### src/design/kmrb_pkg.sv
// Shared types, constants and key tables for the key matrix report builder.
package kmrb_pkg;

    localparam int ROWS     = 3;
    localparam int COLS     = 4;
    localparam int NUM_KEYS = ROWS * COLS;
    localparam int MAX_KEYS = 12;
    localparam int KEY_W    = $clog2(NUM_KEYS);
    localparam int CNT_W    = $clog2(MAX_KEYS + 1);
    localparam int CODE_W   = 8;
    localparam int LED_W    = 12;

    localparam logic [KEY_W-1:0] LAST_POS     = KEY_W'(NUM_KEYS - 1);
    localparam logic [KEY_W-1:0] VOL_UP_POS   = KEY_W'(1 * COLS + 3);
    localparam logic [KEY_W-1:0] VOL_DOWN_POS = KEY_W'(2 * COLS + 3);

    localparam logic [CODE_W-1:0] KC_F1    = 8'h3A;
    localparam logic [CODE_W-1:0] KC_F2    = 8'h3B;
    localparam logic [CODE_W-1:0] KC_F3    = 8'h3C;
    localparam logic [CODE_W-1:0] KC_ESC   = 8'h29;
    localparam logic [CODE_W-1:0] KC_A     = 8'h04;
    localparam logic [CODE_W-1:0] KC_UP    = 8'h52;
    localparam logic [CODE_W-1:0] KC_DEL   = 8'h4C;
    localparam logic [CODE_W-1:0] KC_LEFT  = 8'h50;
    localparam logic [CODE_W-1:0] KC_DOWN  = 8'h51;
    localparam logic [CODE_W-1:0] KC_RIGHT = 8'h4F;
    localparam logic [CODE_W-1:0] KC_NONE  = 8'h00;

    localparam logic KIND_CONSUMER = 1'b0;
    localparam logic KIND_KEYBOARD = 1'b1;

    typedef enum logic [1:0] {
        CELL_HOLD,
        CELL_APPEND,
        CELL_REMOVE,
        CELL_ROTATE
    } t_cell_op;

    typedef struct packed {
        t_cell_op            op;
        logic [CODE_W-1:0]   code;
        logic [CNT_W-1:0]    count;
    } t_cell_ctl;

    typedef enum logic [1:0] {
        ST_IDLE,
        ST_SCAN,
        ST_EVENT,
        ST_REPORT
    } t_state;

    function automatic logic [CODE_W-1:0] key_code(input logic [KEY_W-1:0] pos);
        logic [CODE_W-1:0] code;
        case (pos)
            4'd0:    code = KC_F1;
            4'd1:    code = KC_F2;
            4'd2:    code = KC_F3;
            4'd3:    code = KC_ESC;
            4'd4:    code = KC_A;
            4'd5:    code = KC_UP;
            4'd6:    code = KC_DEL;
            4'd8:    code = KC_LEFT;
            4'd9:    code = KC_DOWN;
            4'd10:   code = KC_RIGHT;
            default: code = KC_NONE;
        endcase
        return code;
    endfunction

    function automatic logic [3:0] led_pos(input logic [KEY_W-1:0] pos);
        logic [3:0] led;
        case (pos)
            4'd0:    led = 4'd3;
            4'd1:    led = 4'd2;
            4'd2:    led = 4'd1;
            4'd3:    led = 4'd0;
            4'd4:    led = 4'd4;
            4'd5:    led = 4'd5;
            4'd6:    led = 4'd6;
            4'd7:    led = 4'd7;
            4'd8:    led = 4'd11;
            4'd9:    led = 4'd10;
            4'd10:   led = 4'd9;
            4'd11:   led = 4'd8;
            default: led = 4'd0;
        endcase
        return led;
    endfunction

    function automatic logic [LED_W-1:0] led_map(input logic [NUM_KEYS-1:0] keys);
        logic [LED_W-1:0] leds;
        leds = '0;
        for (int i = 0; i < NUM_KEYS; i++) begin
            leds[led_pos(KEY_W'(i))] = keys[i];
        end
        return leds;
    endfunction

    function automatic logic is_volume(input logic [KEY_W-1:0] pos);
        return (pos == VOL_UP_POS) || (pos == VOL_DOWN_POS);
    endfunction

endpackage

### src/design/kmrb_cell.sv
// One entry of the pressed-key list; entries shift toward cell 0 on remove and rotate.
module kmrb_cell
    import kmrb_pkg::*;
(
    input  logic              i_clk,
    input  logic [CNT_W-1:0]  i_idx,
    input  t_cell_ctl         i_ctl,
    input  logic [CODE_W-1:0] i_right_code,
    input  logic [CODE_W-1:0] i_wrap_code,
    input  logic              i_match,
    output logic              o_match,
    output logic [CODE_W-1:0] o_code
);

    logic [CODE_W-1:0] r_code;
    logic [CODE_W-1:0] n_code;
    logic              w_live;
    logic              w_hit;

    assign w_live  = i_idx < i_ctl.count;
    assign w_hit   = (i_ctl.op == CELL_REMOVE) && w_live && (r_code == i_ctl.code);
    // match ripples right: every live cell at or past the hit pulls its neighbor in
    assign o_match = i_match | w_hit;
    assign o_code  = r_code;

    always_comb begin
        n_code = r_code;
        case (i_ctl.op)
            CELL_APPEND: begin
                if (i_idx == i_ctl.count) begin
                    n_code = i_ctl.code;
                end
            end
            CELL_REMOVE: begin
                if (o_match && w_live) begin
                    n_code = i_right_code;
                end
            end
            CELL_ROTATE: begin
                // head goes to the tail of the live region
                n_code = (i_idx == i_ctl.count - CNT_W'(1)) ? i_wrap_code : i_right_code;
            end
            default: n_code = r_code;
        endcase
    end

    always_ff @(posedge i_clk) begin
        r_code <= n_code;
    end

endmodule

### src/design/key_matrix_report_builder_core.sv
// Top level: scan sequencer, volume events and report emission over the list cell chain.
//
// Input channel s_axis: one item is one 12-bit matrix scan (bit row*4+col set = pressed).
// Output channel m_axis: result items. tuser is the kind (0 volume event, 1 report
// entry), tlast marks the final result of a scan.
// The scan is walked one key position per cycle, updating the list
// held in a chain of 12 cells (append at the tail, remove with shift-down).
// Then up to two volume events are sent, then the report: one entry per listed
// code, taken from cell 0 while the chain rotates by one per entry sent, or one
// reserved-code entry when the list is empty.
// Input ready is high only between scans; a scan can be taken while the last
// result still waits in the output register.
// A stall on m_axis freezes emission and the chain rotation; nothing is lost.
// Reset (i_rst_n low, synchronous) clears the previous scan, the list count
// and the output valid; list contents need no clearing.
module key_matrix_report_builder_core
    import kmrb_pkg::*;
(
    input  logic        i_clk,
    input  logic        i_rst_n,
    input  logic        s_axis_tvalid,
    output logic        s_axis_tready,
    input  logic [15:0] s_axis_tdata,   // [11:0] keys_down, [15:12] zero
    output logic        m_axis_tvalid,
    input  logic        m_axis_tready,
    output logic [31:0] m_axis_tdata,   // [0] volume_key, [1] volume_pressed,
                                        // [9:2] key_code, [13:10] report_count,
                                        // [25:14] led_mask, [31:26] zero
    output logic        m_axis_tuser,   // [0] kind
    output logic        m_axis_tlast    // is_last
);

    t_state            r_state, n_state;
    logic [NUM_KEYS-1:0] r_now, n_now;
    logic [NUM_KEYS-1:0] r_prev, n_prev;
    logic [LED_W-1:0]  r_leds, n_leds;
    logic [KEY_W-1:0]  r_pos, n_pos;
    logic [CNT_W-1:0]  r_cnt, n_cnt;
    logic [CNT_W-1:0]  r_emit, n_emit;
    logic [1:0]        r_nev, n_nev;
    logic              r_ev_idx, n_ev_idx;
    logic [1:0]        r_ev_key, n_ev_key;
    logic [1:0]        r_ev_press, n_ev_press;

    logic              r_tvalid, n_tvalid;
    logic              r_kind, n_kind;
    logic              r_vkey, n_vkey;
    logic              r_vpress, n_vpress;
    logic [CODE_W-1:0] r_code, n_code;
    logic [CNT_W-1:0]  r_count, n_count;
    logic [LED_W-1:0]  r_oleds, n_oleds;
    logic              r_last, n_last;

    t_cell_ctl         w_ctl;
    logic [CODE_W-1:0] w_code [MAX_KEYS+1];
    logic              w_match [MAX_KEYS+1];
    logic              w_out_free;
    logic              w_cur;
    logic              w_old;
    logic              w_last_entry;

    assign w_out_free   = !r_tvalid || m_axis_tready;
    assign w_cur        = r_now[r_pos];
    assign w_old        = r_prev[r_pos];
    assign w_last_entry = (r_cnt == '0) || (r_emit == r_cnt - CNT_W'(1));

    assign w_match[0]        = 1'b0;
    assign w_code[MAX_KEYS]  = '0;

    for (genvar g = 0; g < MAX_KEYS; g++) begin : g_cell
        kmrb_cell u_cell (
            .i_clk        (i_clk),
            .i_idx        (CNT_W'(g)),
            .i_ctl        (w_ctl),
            .i_right_code (w_code[g+1]),
            .i_wrap_code  (w_code[0]),
            .i_match      (w_match[g]),
            .o_match      (w_match[g+1]),
            .o_code       (w_code[g])
        );
    end

    // next state
    always_comb begin
        n_state = r_state;
        case (r_state)
            ST_IDLE: begin
                if (s_axis_tvalid) begin
                    n_state = ST_SCAN;
                end
            end
            ST_SCAN: begin
                if (r_pos == LAST_POS) begin
                    n_state = (n_nev != '0) ? ST_EVENT : ST_REPORT;
                end
            end
            ST_EVENT: begin
                if (w_out_free && ({1'b0, r_ev_idx} == r_nev - 2'd1)) begin
                    n_state = ST_REPORT;
                end
            end
            ST_REPORT: begin
                if (w_out_free && w_last_entry) begin
                    n_state = ST_IDLE;
                end
            end
            default: n_state = ST_IDLE;
        endcase
    end

    // datapath and outputs
    always_comb begin
        n_now      = r_now;
        n_prev     = r_prev;
        n_leds     = r_leds;
        n_pos      = r_pos;
        n_cnt      = r_cnt;
        n_emit     = r_emit;
        n_nev      = r_nev;
        n_ev_idx   = r_ev_idx;
        n_ev_key   = r_ev_key;
        n_ev_press = r_ev_press;
        n_tvalid   = r_tvalid && !m_axis_tready;
        n_kind     = r_kind;
        n_vkey     = r_vkey;
        n_vpress   = r_vpress;
        n_code     = r_code;
        n_count    = r_count;
        n_oleds    = r_oleds;
        n_last     = r_last;
        w_ctl.op    = CELL_HOLD;
        w_ctl.code  = key_code(r_pos);
        w_ctl.count = r_cnt;
        s_axis_tready = (r_state == ST_IDLE);
        case (r_state)
            ST_IDLE: begin
                if (s_axis_tvalid) begin
                    n_now  = s_axis_tdata[NUM_KEYS-1:0];
                    n_leds = led_map(s_axis_tdata[NUM_KEYS-1:0]);
                    n_pos  = '0;
                    n_nev  = '0;
                end
            end
            ST_SCAN: begin
                if (w_cur != w_old) begin
                    if (is_volume(r_pos)) begin
                        n_ev_key[r_nev[0]]   = (r_pos == VOL_DOWN_POS);
                        n_ev_press[r_nev[0]] = w_cur;
                        n_nev                = r_nev + 2'd1;
                    end else if (w_cur) begin
                        if (r_cnt < CNT_W'(MAX_KEYS)) begin
                            w_ctl.op = CELL_APPEND;
                            n_cnt    = r_cnt + CNT_W'(1);
                        end
                    end else begin
                        w_ctl.op = CELL_REMOVE;
                        if (w_match[MAX_KEYS]) begin
                            n_cnt = r_cnt - CNT_W'(1);
                        end
                    end
                end
                n_pos = r_pos + KEY_W'(1);
                if (r_pos == LAST_POS) begin
                    n_prev   = r_now;
                    n_ev_idx = 1'b0;
                    n_emit   = '0;
                end
            end
            ST_EVENT: begin
                if (w_out_free) begin
                    n_tvalid = 1'b1;
                    n_kind   = KIND_CONSUMER;
                    n_vkey   = r_ev_key[r_ev_idx];
                    n_vpress = r_ev_press[r_ev_idx];
                    n_code   = KC_NONE;
                    n_count  = r_cnt;
                    n_oleds  = r_leds;
                    n_last   = 1'b0;
                    n_ev_idx = ~r_ev_idx;
                end
            end
            ST_REPORT: begin
                if (w_out_free) begin
                    n_tvalid = 1'b1;
                    n_kind   = KIND_KEYBOARD;
                    n_vkey   = 1'b0;
                    n_vpress = 1'b0;
                    n_count  = r_cnt;
                    n_oleds  = r_leds;
                    n_last   = w_last_entry;
                    if (r_cnt == '0) begin
                        n_code = KC_NONE;
                    end else begin
                        n_code   = w_code[0];
                        w_ctl.op = CELL_ROTATE;
                        n_emit   = r_emit + CNT_W'(1);
                    end
                end
            end
            default: ;
        endcase
    end

    always_ff @(posedge i_clk) begin
        if (!i_rst_n) begin
            r_state  <= ST_IDLE;
            r_prev   <= '0;
            r_cnt    <= '0;
            r_pos    <= '0;
            r_emit   <= '0;
            r_nev    <= '0;
            r_ev_idx <= 1'b0;
            r_tvalid <= 1'b0;
        end else begin
            r_state  <= n_state;
            r_prev   <= n_prev;
            r_cnt    <= n_cnt;
            r_pos    <= n_pos;
            r_emit   <= n_emit;
            r_nev    <= n_nev;
            r_ev_idx <= n_ev_idx;
            r_tvalid <= n_tvalid;
        end
    end

    always_ff @(posedge i_clk) begin
        r_now      <= n_now;
        r_leds     <= n_leds;
        r_ev_key   <= n_ev_key;
        r_ev_press <= n_ev_press;
        r_kind     <= n_kind;
        r_vkey     <= n_vkey;
        r_vpress   <= n_vpress;
        r_code     <= n_code;
        r_count    <= n_count;
        r_oleds    <= n_oleds;
        r_last     <= n_last;
    end

    assign m_axis_tvalid = r_tvalid;
    assign m_axis_tuser  = r_kind;
    assign m_axis_tlast  = r_last;
    assign m_axis_tdata  = {6'd0, r_oleds, r_count, r_code, r_vpress, r_vkey};

endmodule

### config.mk
export PLATFORM = sky130hd
export DESIGN_NAME = key_matrix_report_builder_core
export DESIGN_NICKNAME = d
export VERILOG_FILES = /design/src/design/kmrb_pkg.sv /design/src/design/kmrb_cell.sv /design/src/design/key_matrix_report_builder_core.sv
export SDC_FILE = /design/constraint.sdc
export NUM_CORES = 1
export LEC_CHECK = 0
export ABC_AREA = 1
export BUFFER_PORTS_ARGS = -buffer_cell sky130_fd_sc_hd__buf_2
export CAP_MARGIN = 20
export CELL_PAD_IN_SITES_DETAIL_PLACEMENT = 1
export CELL_PAD_IN_SITES_GLOBAL_PLACEMENT = 1
export CORE_MARGIN = 2
export CORE_UTILIZATION = 47
export CTS_CLUSTER_SIZE = 40
export DETAILED_ROUTE_END_ITERATION = 8
export GPL_TIMING_DRIVEN = 0
export PLACE_DENSITY_LB_ADDON = 0.08
export SETUP_SLACK_MARGIN = 0.4
export SYNTH_ARGS = -nofsm -noshare
export SYNTH_HDL_FRONTEND = slang
export SYNTH_SLANG_ARGS = --single-unit
export TNS_END_PERCENT = 10
### constraint.sdc
create_clock -name i_clk -period 4.1 [get_ports i_clk]
set_clock_uncertainty 0.1 [all_clocks]
set_input_delay 0 -clock i_clk [delete_from_list [all_inputs] [get_ports i_clk]]
set_output_delay 0 -clock i_clk [all_outputs]
set_load 0.01 [all_outputs]
==> out/metrics.csv, run 1 <==
stage;metric;value;unit
power_and_ir_drop;power_frac_clock;0.259;
floorplan;die_w;152;µm
power_and_ir_drop;power_density;576;nW/µm²
floorplan;die_h;152;µm
routing;first_pass_iters;5;
logic_synthesis;synthArstFlopShare;0;
power_and_ir_drop;power_frac_comb;0.347;
power_and_ir_drop;p_seq_frac;0.394;
timing;relSlewSlack;0.317;
critical_path;crit_chain;inv_1 -> ha_1 -> nand2_2 -> inv_2 -> nor2_2 -> nand2_4 -> buf_2 -> inv_1 -> buf_2 -> clkbuf_1 -> nand2_1 -> o211ai_1;
clock_tree;clock_latency;450;ps
floorplan;io_pins;56;
layout;nets;1340;
hold_path;hold_class;input pin to register;
clock_tree;cts-root-buf;clkbuf_16;
timing;tightest_slew;1030;ps
critical_path;cp_max_fo;10;
routing;wl;37.8;mm
logic_synthesis;yosys.area.top_type;edfxtp_1;
routing;drc;0;
timing;fin_setup_tns;0;ps
power_and_ir_drop;p_leak;4.67;nW
place;hpwl;27.2;mm
logic_synthesis;synth.distinct_cells;52;
critical_path;end_kind;register;
power_and_ir_drop;swShare;0.409;
logic_synthesis;netlist_area;10300;µm²
power_and_ir_drop;internal_power;3.99;mW
timing;hold_slack;167;ps
clock_tree;clockBufferDepth;2;
clock_tree;cts_setup_buffers;0;
power_and_ir_drop;max-vdd-ir-drop;0.328;mV
critical_path;crit_arrival;3840;ps
place;io_buffers;45;
layout;diodes;0;
logic_synthesis;synth_edf_count;140;
grt;overflow;0;
outcome;outcome;complete, no violations;
timing;setup_viol;0;
layout;synthToLayoutAreaGrowth;14.3;%
timing;rsz0062_at_grt;true;
critical_path;path_class;register to register;
grt;grt_use_total;0.325;
logic_synthesis;synth_top_area_frac;0.409;
logic_synthesis;syn_avg_cell_area;8.45;µm²
grt;antenna_found_initial;0;
clock_tree;cts_sinks;177;
place;gp_congestion;0.949;
critical_path;critical-path-max-stage-delay;580;ps
logic_synthesis;seq_area_frac_synth;0.482;
floorplan;dieArea;23000;µm²
critical_path;slowest_stage;dfxtp_1;
routing;drtIter0Drc;769;
grt;grt_first_pass_wirelength;57.3;mm
grt;grt_max_degree;21;
floorplan;placementRows;54;
power_and_ir_drop;p_switching;2.76;mW
timing;finalHoldViolCount;0;
place;dpl-instance-area;10900;µm²
floorplan;core;21600;µm²
timing;period_share;0.915;
routing;detail_route.wl_per_cell;23.6;µm
timing;layout_min_cycle_time;3750;ps
routing;postRouteAntennaNets;0;
clock_tree;numCtsBuffers;17;
clock_tree;cts_max_level;4;
routing;vias;9469;
logic_synthesis;synth_flop_cell;edfxtp_1;
timing;slew_violations;0;
clock_tree;cts_tree;yes;
logic_synthesis;syn_inst;1215;
run;drv_cap;0;
critical_path;cp-start-kind;register;
layout;fin_area;11700;µm²
clock_tree;clk_pin_slew;80;ps
logic_synthesis;synth_seq_cells;177;
logic_synthesis;synthTopCellsByArea;edfxtp_1 (41%), nand2_1 (11%), dfxtp_1 (7.2%);
routing;via_per_inst;5.92;
logic_synthesis;yosysWarnings;0;
floorplan;start_util;0.475;
timing;max_freq;0.267;GHz
grt;grt_pass1_vias;9531;
layout;drive_gt1_frac;0.143;
critical_path;rrSetupSlack;350;ps
critical_path;worst_ep_required_time;4190;ps
[through the flow]
stage                     instances  utilization  setup slack [ps]  power (mW)
after floorplan                1220            -              1070        4.08
after global placement         1545        0.502             -80.4        4.83
after detailed placement       1551        0.505             -68.5        4.94
after CTS                      1598        0.542               222        6.72
after global routing           1599        0.543               303        7.06
final                          1599        0.543               350        6.75
[per-layer routing]
metal  vias up  global-route usage  routed length, µm
met1      4699               0.412              15300
met4         0               0.137               1660
li1       4308                   -                  -
met3        95              0.0576               2420
met5         -                   0                  0
met2       367               0.550              18400
[placed cells by master (no fill, tap or decap), types with 4 or more instances in the layout]
cell type,n
a211oi_1,7
a21oi_1,50
a31oi_1,8
buf_2,64
buf_4,19
buf_6,6
clkbuf_1,14
clkbuf_16,17
clkinv_8,5
conb_1,6
dfxtp_1,37
dlygate4sd3_1,15
edfxtp_1,140
ha_1,14
inv_1,141
inv_2,18
inv_6,5
nand2_1,288
nand2_2,6
nand3_1,56
nand3_2,4
nand4_1,13
nor2_1,98
nor2_2,6
nor2_4,4
nor3_1,12
nor3_2,4
nor4_1,4
o2111ai_1,7
o211ai_1,49
o21ai_0,80
o21ai_1,13
o221ai_1,9
o22ai_1,10
o31ai_1,9
or2_2,4
xnor2_1,16
xor2_1,22
[path summary, 6_finish.rpt]
| kind | start | end | cells past startpoint |
|---|---|---|---|
| min reg2reg | r_prev[3] | r_prev[3] | 2 |
| min | s_axis_tdata[10] | r_now[10] | 2 |
| max | r_cnt[0] | g_cell[3].u_cell.o_code[2] | 12 |
| max reg2reg | r_cnt[0] | g_cell[3].u_cell.o_code[2] | 12 |
[sequential cells by signal, summed over array words and instances (netlist names)]
signal	cells
g_cell.u_cell.o_code	96
r_oleds	12
r_prev	12
r_now	11
r_code	8
w_ctl	7
r_cnt	4
r_count	4
r_emit	4
r_pos	4
r_ev_key	2
r_ev_press	2
r_nev	2
r_state	2
m_axis_tlast	1
m_axis_tuser	1
m_axis_tvalid	1
r_ev_idx	1
r_leds	1
r_vkey	1
r_vpress	1
[power groups by stage]
stage	clock, mW	sequential [mW]	combinational [mW]
2_1_floorplan	0	2.66	1.43
3_3_place_gp	0	2.69	2.14
3_5_place_dp	0	2.69	2.25
4_1_cts	1.76	2.66	2.30
5_1_grt	1.82	2.69	2.55
6_report	1.75	2.66	2.35
[logic make-up (layout without fill, tap and decap cells)]
kind of cell	count (synthesis)	count (layout)	synth area share
AO/OA/AOI/OAI	257	257	0.155
AND/OR/NAND/NOR	512	512	0.222
adder cells (fa/ha/maj)	14	14	0.0171
XOR/XNOR	38	38	0.0324
other	1	6	0.000365
buffers and inverters	216	315	0.0915
flip-flops	177	177	0.482
[worst max-delay path: cells and delay by family (launching register included)]
family                     cells  cell delay (ps)
adders and majority gates      1              350
and+or+nand+nor                4              640
DFF                            1              580
AOI/OAI and AO/OA              1              250
buffers and inverters          6             1540
[synth_stat cells (all sizes together) (2+ instances only)]
| cell type | number |
|---|---|
| a21oi | 53 |
| xor2 | 22 |
| or2 | 5 |
| o2111ai | 7 |
| nor3 | 16 |
| xnor2 | 16 |
| o311ai | 2 |
| o22ai | 10 |
| a211oi | 8 |
| edfxtp | 140 |
| nand3 | 62 |
| buf | 39 |
| o21ai | 94 |
| o221ai | 9 |
| clkbuf | 17 |
| o31ai | 9 |
| nand4 | 15 |
| ha | 14 |
| inv | 159 |
| a31oi | 9 |
| nor3b | 2 |
| a22o | 3 |
| o211ai | 49 |
| nor4 | 4 |
| nor2 | 110 |
| nand2 | 297 |
| dfxtp | 37 |
[area by class of cell]
type / instances / area [µm²]
fill: 2639 / 9890
sequential: 177 / 4940
multi-input combinational: 827 / 4440
inverter: 160 / 601
clock buffer: 17 / 425
timing repair buffer: 67 / 425
tap: 280 / 350
buffer: 56 / 342
clock inverter: 15 / 205
[repair_timing]
action,in CTS,in global routing
setup endpoints to repair,44,97
hold buffers,15,0
endpoints found under the hold margin,22,0
resized for setup,5,5
Power figures use the tool's default switching activity.
==> run 2, diff against run 1 <==
CORE_UTILIZATION = 45   (was 47)
GPL_ROUTABILITY_DRIVEN = 0   (was unset)
clock period = 4.8 ns   (was 4.1 ns; I/O delays follow)
==> out/metrics.csv, run 2 (synthesis results as in run 1) <==
stage;metric;value;unit;change
clock_tree;cts_setup_buffers;0;;unchanged
timing;layout_min_cycle_time;4010;ps;+264 ps
place;dpl-instance-area;10900;µm²;about the same
layout;largest_reg_flops;96;;unchanged
timing;max_freq;0.249;GHz;-6.6%
timing;rsz0062_at_grt;false;;
floorplan;dieArea;24000;µm²;+4.3%
hold_path;hold_class;input pin to register;;
clock_tree;cts_sinks;177;;unchanged
outcome;outcome;complete, no violations;;
timing;fin_setup_tns;0;ps;unchanged
layout;diodes;0;;unchanged
run;drv_cap;0;;unchanged
critical_path;crit_chain;inv_1 -> ha_1 -> nand2_2 -> inv_2 -> nor2_2 -> nand2_4 -> nand4_4 -> buf_6 -> clkbuf_1 -> a21oi_1 -> nor3_1 -> buf_2;;
grt;overflow;0;;unchanged
grt;grt_pass1_vias;9405;;-1.3%
routing;vias;9499;;+0.32%
layout;synthToLayoutAreaGrowth;14.0;%;
critical_path;worst_ep_required_time;4860;ps;+670 ps
layout;layout_common_cells;nand2_1 (288), inv_1 (141), edfxtp_1 (140);;
clock_tree;cts_resized;0;;-5
place;io_buffers;45;;unchanged
power_and_ir_drop;power_density;487;nW/µm²;-15%
floorplan;die_w;155;µm;+2.1%
layout;fin_area;11700;µm²;-0.28%
routing;via_per_inst;5.91;;-0.18%
critical_path;cpLargestDelayFamily;buffers and inverters;;
power_and_ir_drop;max-vdd-ir-drop;0.320;mV;-2.5%
power_and_ir_drop;p_leak;4.67;nW;about the same
critical_path;cp_max_fo;10;;unchanged
clock_tree;cts-root-buf;clkbuf_16;;
timing;slew_violations;0;;unchanged
critical_path;crit_buf_inv;5;;-1
critical_path;critical-path-max-stage-delay;650;ps;+70 ps
routing;wl;37.5;mm;-0.64%
grt;grt_max_degree;21;;unchanged
grt;grt_use_total;0.314;;-0.0109
grt;antenna_found_initial;1;;+1
floorplan;core;22500;µm²;+4.1%
critical_path;crit_arrival;4070;ps;+230 ps
clock_tree;clk_pin_slew;90;ps;about the same
grt;grt_first_pass_wirelength;56.4;mm;-1.5%
clock_tree;clockBufferDepth;2;;unchanged
layout;final_core_util;0.520;;-0.0227
clock_tree;clock_latency;460;ps;about the same
place;hpwl;27.1;mm;-0.38%
layout;nets;1343;;+0.22%
timing;relSlewSlack;0.268;;-0.0490
routing;drc;0;;unchanged
floorplan;start_util;0.456;;-0.0186
timing;tightest_slew;1090;ps;+65.2 ps
timing;setup_ws;786;ps;+436 ps
critical_path;slowest_stage;nor3_1;;
place;pre_cts_ws;573;ps;+641 ps
floorplan;die_h;155;µm;+2.1%
critical_path;path_class;register to register;;
timing;finalHoldViolCount;0;;unchanged
routing;detail_route.wl_per_cell;23.4;µm;-1.1%
floorplan;io_pins;56;;unchanged
layout;drive_gt1_frac;0.138;;-0.00486
floorplan;placementRows;55;;+1.9%
clock_tree;cts_tree;yes;;
clock_tree;numCtsBuffers;17;;unchanged
clock_tree;cts_max_level;4;;unchanged
critical_path;cp-start-kind;register;;
routing;postRouteAntennaNets;0;;unchanged
layout;mostFrequentLayoutCell;nand2_1;;
routing;drtIter0Drc;983;;+28%
critical_path;end_kind;register;;
clock_tree;cts-hold-fix-buffers;15;;unchanged
timing;setup_viol;0;;unchanged
timing;period_share;0.836;;-0.0785
routing;first_pass_iters;6;;+1
[run 2: cell types whose count changed in the layout (fill, tap and decap cells not counted), sizes merged]
cell    before  now
bufinv       1    0
inv        168  166
buf         91   93
clkbuf      34   35
clkinv       6    9
[run 2: per-stage QoR]
stage | std cells | power (mW) | hold slack (ps)
floorplan | 1220 | 3.49 | -1.13
global placement | 1550 | 4.13 | 76.4
detailed placement | 1556 | 4.20 | 78.4
CTS | 1603 | 5.66 | 137
global route | 1607 | 5.96 | 149
finish | 1607 | 5.70 | 146
[run 2: layout make-up]
class	count	area (µm²)
Inverter	160	601
Timing Repair Buffer	70	443
Tap cell	285	357
Sequential cell	177	4940
Clock inverter	15	186
Buffer	56	339
Clock buffer	17	425
Fill cell	2714	10800
Multi-Input combinational cell	827	4410
[run 2: final timing paths]
check	to	slack, ps	cells after the start	from
setup reg to reg	g_cell[8].u_cell.o_code[6]	790	12	r_cnt[0]
hold reg to reg	r_prev[4]	370	2	r_prev[4]
hold / removal	r_now[2]	150	2	s_axis_tdata[2]
setup / recovery	g_cell[8].u_cell.o_code[6]	790	12	r_cnt[0]
[run 2: power breakdown]
part	leakage, nW	switching, mW	internal [mW]
Clock	0.297	0.740	0.710
Sequential	1.50	0.199	2.06
Combinational	2.88	1.41	0.580
Total	4.67	2.35	3.35
[run 2: routing by layer]
layer,vias to the layer above,GRT usage,share of wire
li1,4306,-,-
met1,4656,0.410,0.40
met5,-,0,0
met3,95,0.0560,0.083
met4,0,0.120,0.040
met2,442,0.524,0.47
